### src/rtl/tli_pkg.sv
// Shared types, constants and control structs of the table linear interpolator.
package tli_pkg;

   localparam int TABLE_DEPTH_DEFAULT = 256;
   localparam int DATA_WIDTH          = 32;
   localparam int INDEX_WIDTH         = 8;
   localparam int CFG_WIDTH           = 9;
   localparam int MIN_ENTRIES         = 2;
   localparam logic [CFG_WIDTH-1:0] TABLE_SIZE_RESET = 9'd2;

   // Signed differences and their magnitudes
   localparam int DIFF_WIDTH = DATA_WIDTH + 1;
   localparam int PROD_WIDTH = 2 * DATA_WIDTH + 1;
   // Quotients at or above 2^QUOT_WIDTH saturate before division starts
   localparam int QUOT_WIDTH       = 34;
   localparam int DIV_STEPS        = QUOT_WIDTH;
   localparam int DIV_COUNT_WIDTH  = 6;
   localparam int QRND_WIDTH       = QUOT_WIDTH + 1;
   localparam int SUM_WIDTH        = QRND_WIDTH + 1;
   localparam logic [QRND_WIDTH-1:0] SUM_LIMIT = 35'h2_0000_0000;

   localparam logic signed [DATA_WIDTH-1:0] Y_MAX = 32'sh7FFF_FFFF;
   localparam logic signed [DATA_WIDTH-1:0] Y_MIN = 32'sh8000_0000;

   typedef enum logic {
      REQ_LOAD  = 1'b0,
      REQ_QUERY = 1'b1
   } req_kind_type;

   typedef enum logic [3:0] {
      ST_IDLE,
      ST_READ_FIRST,
      ST_READ_LAST,
      ST_DIRECTION,
      ST_PROBE,
      ST_COMPARE,
      ST_FETCH_LOW,
      ST_FETCH_HIGH,
      ST_CAPTURE,
      ST_MULTIPLY,
      ST_DIV_SETUP,
      ST_DIVIDE,
      ST_ROUND,
      ST_SUM,
      ST_FINISH
   } state_type;

   typedef enum logic [2:0] {
      RD_FIRST,
      RD_LAST,
      RD_MID,
      RD_LOW,
      RD_HIGH
   } rd_sel_type;

   typedef struct packed {
      logic       load;
      logic       start;
      rd_sel_type rd_sel;
      logic       cap_first;
      logic       cap_dir;
      logic       cmp_mid;
      logic       cap_low;
      logic       cap_high;
      logic       mult;
      logic       div_init;
      logic       div_step;
      logic       round;
      logic       sum;
      logic       out_load;
   } cmd_type;

   typedef struct packed {
      logic size_error;
      logic span_gt1;
      logic div_done;
   } status_type;

endpackage

### src/rtl/tli_ctrl.sv
// Controller: sequences load, bisection, multiply, divide and result transfer.
module tli_ctrl (
   input  logic                clock,
   input  logic                reset,
   input  logic                req_valid,
   input  logic                req_type,
   output logic                req_stall,
   output logic                rsp_valid,
   input  logic                rsp_stall,
   input  tli_pkg::status_type status,
   output tli_pkg::cmd_type    cmd
);
   import tli_pkg::*;

   state_type state_ff, state_in;
   logic      rsp_valid_ff, rsp_valid_in;
   logic      out_free;
   logic      is_query;

   assign out_free = !rsp_valid_ff || !rsp_stall;
   assign is_query = req_type == REQ_QUERY;

   always_comb begin
      state_in = state_ff;
      unique case (state_ff)
         ST_IDLE: begin
            if (req_valid && is_query) begin
               state_in = status.size_error ? ST_FINISH : ST_READ_FIRST;
            end
         end
         ST_READ_FIRST: state_in = ST_READ_LAST;
         ST_READ_LAST:  state_in = ST_DIRECTION;
         ST_DIRECTION:  state_in = ST_PROBE;
         ST_PROBE:      state_in = status.span_gt1 ? ST_COMPARE : ST_FETCH_LOW;
         ST_COMPARE:    state_in = ST_PROBE;
         ST_FETCH_LOW:  state_in = ST_FETCH_HIGH;
         ST_FETCH_HIGH: state_in = ST_CAPTURE;
         ST_CAPTURE:    state_in = ST_MULTIPLY;
         ST_MULTIPLY:   state_in = ST_DIV_SETUP;
         ST_DIV_SETUP:  state_in = ST_DIVIDE;
         ST_DIVIDE: begin
            if (status.div_done) begin
               state_in = ST_ROUND;
            end
         end
         ST_ROUND:      state_in = ST_SUM;
         ST_SUM:        state_in = ST_FINISH;
         ST_FINISH: begin
            if (out_free) begin
               state_in = ST_IDLE;
            end
         end
         default:       state_in = ST_IDLE;
      endcase
   end

   always_comb begin
      cmd          = '0;
      cmd.rd_sel   = RD_FIRST;
      cmd.load     = (state_ff == ST_IDLE) && req_valid && !is_query;
      cmd.start    = (state_ff == ST_IDLE) && req_valid && is_query;
      unique case (state_ff)
         ST_READ_FIRST: cmd.rd_sel = RD_FIRST;
         ST_READ_LAST: begin
            cmd.rd_sel    = RD_LAST;
            cmd.cap_first = 1'b1;
         end
         ST_DIRECTION:  cmd.cap_dir = 1'b1;
         ST_PROBE:      cmd.rd_sel = RD_MID;
         ST_COMPARE:    cmd.cmp_mid = 1'b1;
         ST_FETCH_LOW:  cmd.rd_sel = RD_LOW;
         ST_FETCH_HIGH: begin
            cmd.rd_sel  = RD_HIGH;
            cmd.cap_low = 1'b1;
         end
         ST_CAPTURE:    cmd.cap_high = 1'b1;
         ST_MULTIPLY:   cmd.mult = 1'b1;
         ST_DIV_SETUP:  cmd.div_init = 1'b1;
         ST_DIVIDE:     cmd.div_step = 1'b1;
         ST_ROUND:      cmd.round = 1'b1;
         ST_SUM:        cmd.sum = 1'b1;
         ST_FINISH:     cmd.out_load = out_free;
         default:       cmd.rd_sel = RD_FIRST;
      endcase
   end

   // Hold the result until its transfer, then drop valid
   always_comb begin
      rsp_valid_in = rsp_valid_ff;
      if (cmd.out_load) begin
         rsp_valid_in = 1'b1;
      end else if (rsp_valid_ff && !rsp_stall) begin
         rsp_valid_in = 1'b0;
      end
   end

   always_ff @(posedge clock) begin
      if (reset) begin
         state_ff     <= ST_IDLE;
         rsp_valid_ff <= 1'b0;
      end else begin
         state_ff     <= state_in;
         rsp_valid_ff <= rsp_valid_in;
      end
   end

   assign req_stall = state_ff != ST_IDLE;
   assign rsp_valid = rsp_valid_ff;

endmodule

### config.mk
export PLATFORM = sky130hd
export DESIGN_NAME = tli_ctrl
export DESIGN_NICKNAME = d
export VERILOG_FILES = /design/src/rtl/tli_pkg.sv /design/src/rtl/tli_ctrl.sv
export SDC_FILE = /design/constraint.sdc
export NUM_CORES = 1
export LEC_CHECK = 0
export BUFFER_PORTS_ARGS = -buffer_cell sky130_fd_sc_hd__buf_2
export CORE_AREA = 4 4 41 43
export DETAILED_ROUTE_END_ITERATION = 10
export DIE_AREA = 0 0 45 47
export PLACE_DENSITY = 0.66
export SETUP_SLACK_MARGIN = 0.15
export SYNTH_ARGS = -nofsm -noshare
export SYNTH_HDL_FRONTEND = slang
export SYNTH_SLANG_ARGS = --single-unit
export TNS_END_PERCENT = 1
### constraint.sdc
create_clock -name clock -period 4.2 [get_ports clock]
set_clock_uncertainty 0.05 [all_clocks]
set_input_delay 1.05 -clock clock [delete_from_list [all_inputs] [get_ports clock]]
set_output_delay 1.05 -clock clock [all_outputs]
set_load 0.02 [all_outputs]
==> results.yml <==
clock_tree:
  cts_buffers: 3
  cts_tree: "yes"
  cts.sinks: 5
  post-cts-setup-buffers: 0
  cts_resized: 0
  htree_levels: 1
  holdBufCountCts: 0
  clk_latency_ns: 0.23
  cts_buffer_depth: 2
  clk_pin_slew_ns: 0.04
  ctsRootBufferMaster: "clkbuf_4"
synth:
  synth_top_area_cell: "dfxtp_1"
  ys_warn_count: 0
  synth_top_area_frac: 0.2116
  ys_seq_area_frac: 0.2116
  synth_cell_types: 31
  ys_ff_latch: 5
  syn_area_um2: 473.0
  synthTopCellsByArea: "dfxtp_1 21%, buf_4 7.9%, nor2_1 7.9%"
  synth_fp_nets: 76
  avgSynthCellArea_um2: 6.955
  postSynthCellCount: 68
sta:
  clock.fmax_mhz: 363.6
  setup_violations: 0
  slew_headroom: 0.6478
  worst_pin_slew_ns: 0.5276
  tns_ns: 0
  rsz0062_at_grt: "false"
  slew_violations: 0
  period_share: 0.6548
  min_period_ns: 2.750
  whs_ns: 0.4630
  hold_viol_final: 0
  setup_slack_ns: 1.450
global_routing:
  antenna_found_initial: 0
  grt-ovfl-total: 0
  grt.total_usage: 0.1218
  grt_pass1_wl_um: 1932
  grt_max_degree: 18
  grt_pass1_vias: 472
setup_path:
  cp_data_arrival_time_ns: 1.65
  worst_r2r_path_depth: 4
  cp_max_fo: 17
  timing.rr.end: "state_ff[2]$_SDFFE_PP0P_"
  cp-startpoint: "state_ff[1]$_SDFFE_PP0P_"
  cp-end-kind: "primary output"
  required_ns: 3.10
  worstReg2RegStart: "state_ff[1]$_SDFFE_PP0P_"
  worst_setup_path_start_kind: "register"
  path_class: "reg -> out"
  r2r_slack_ns: 2.70
layout:
  syn_to_final_growth_pct: 25.66
  fin_nets: 100
  antenna_cells: 0
  layout-drive-gt1-share: 0.3626
job:
  max-cap-violations: 0
place:
  io_buffers: 25
  gp_congestion: 0.8081
  dp_slack_ns: 1.541
  hpwl_um: 902
drt:
  avgRoutedWirePerCell_um: 11.25
  vias_per_cell: 5.123
  drc: 0
  drt_iter0_drc: 6
  ant_nets: 0
  wl_um: 1192
  num_vias: 543
  drt_pre_antenna_iters: 5
min_path:
  min_path_cells: 2
  hp-class: "reg -> reg"
  hold_path_startpoint: "rsp_valid$_SDFFE_PP0P_"
  hold_end: "rsp_valid$_SDFFE_PP0P_"
floorplan:
  die_h_um: 47
  core_area_um2: 1301
  dieArea_um2: 2115
  io-pin-count: 26
  fp-row-count: 13
  die_w_um: 45
  initial_utilization: 0.3635
power_and_ir_drop:
  powerDensity_nw_per_um2: 667.6
  finalPower_mw: 0.3968
  ir_drop_mv: 0.2254
  p_leak_nw: 0.2832
status:
  status: "completed"
==> through the flow <==
stage,util,instances,instance area (um^2)
after floorplan,-,68,473.0
after global placement,0.4365,102,568.0
after detailed placement,0.4365,102,568.0
after CTS,0.4567,106,594.3
after global routing,0.4567,106,594.3
final,0.4567,106,594.3
==> state kept, by name (all words and copies together) (netlist names) <==
register,count
state_ff,4
rsp_valid,1
==> kinds of logic after synthesis <==
| family | Yosys count | synth area share |
|---|---|---|
| AOI/OAI and AO/OA | 14 | 0.2064 |
| DFF | 5 | 0.2116 |
| and+or+nand+nor | 40 | 0.4418 |
| buffers and inverters | 8 | 0.1190 |
| muxes | 1 | 0.02116 |
==> critical path, cell delays in order (launching register included) <==
cell and delay, ns:
dfxtp_1 0.64, nand2_1 0.16, or2_2 0.33, a21oi_1 0.11, buf_2 0.17
==> metal layers <==
layer	GRT usage	routed length, um	up-vias
met5	0	0	-
met4	0.07018	0	0
met3	0.003831	68	0
met2	0.2090	608	19
met1	0.1530	516	239
li1	-	-	285
==> cells in the mapped netlist, drive strengths merged <==
cell / instances
and2b: 1
nor3b: 1
or2: 1
dfxtp: 5
buf: 6
o311ai: 1
o21ai: 1
o22ai: 2
or2b: 1
inv: 2
and2: 2
nand2: 7
or3: 2
and3: 1
a311oi: 1
a31oi: 3
nand2b: 4
nor4: 1
nor2b: 3
o211ai: 1
nor3: 5
mux2i: 1
o311a: 1
nand3: 1
a21oi: 4
nor2: 10
==> cell usage in the layout (no fill, tap or decap) <==
cell type and instances:
nor4_1 1, nand2b_2 1, o211ai_1 1, dfxtp_1 5, nor2_1 10, nor2b_1 3
or3_1 2, and3_1 1, mux2i_1 1, o22ai_2 1, and2b_1 1, clkbuf_4 3
nand3_1 1, nor3_1 5, clkbuf_1 1, o311ai_1 1, nand2b_1 3, or2_2 1
nand2_2 1, and2_1 2, inv_2 1, inv_1 1, nand2_1 6, o311a_1 1
buf_2 25, a21oi_1 4, o22ai_1 1, a311oi_1 1, o21ai_0 1, a31oi_1 3
nor3b_1 1, or2b_1 1
==> worst max-delay path by stage <==
stage	endpoint	slack [ns]	cells past startpoint
after detailed placement	cmd[15]	1.54	3
after global placement	cmd[15]	1.60	3
after global routing	cmd[0]	1.31	4
after CTS	cmd[0]	1.43	4
final	cmd[0]	1.45	4
after floorplan	cmd[15]	1.52	1
==> layout make-up <==
class,instances,area [um^2]
clock buffer,4,26.28
fill,145,706.9
tap,15,18.77
sequential,5,100.1
timing repair buffer,25,125.1
multi-input combinational,55,316.6
inverter,2,7.507
==> report_power, final <==
group	switching, mW	total, mW	internal (mW)
clock	0.0168	0.0525	0.0357
combinational	0.131	0.225	0.0937
sequential	0.0564	0.120	0.0632
Note: power is estimated with default switching activity, not from simulation.
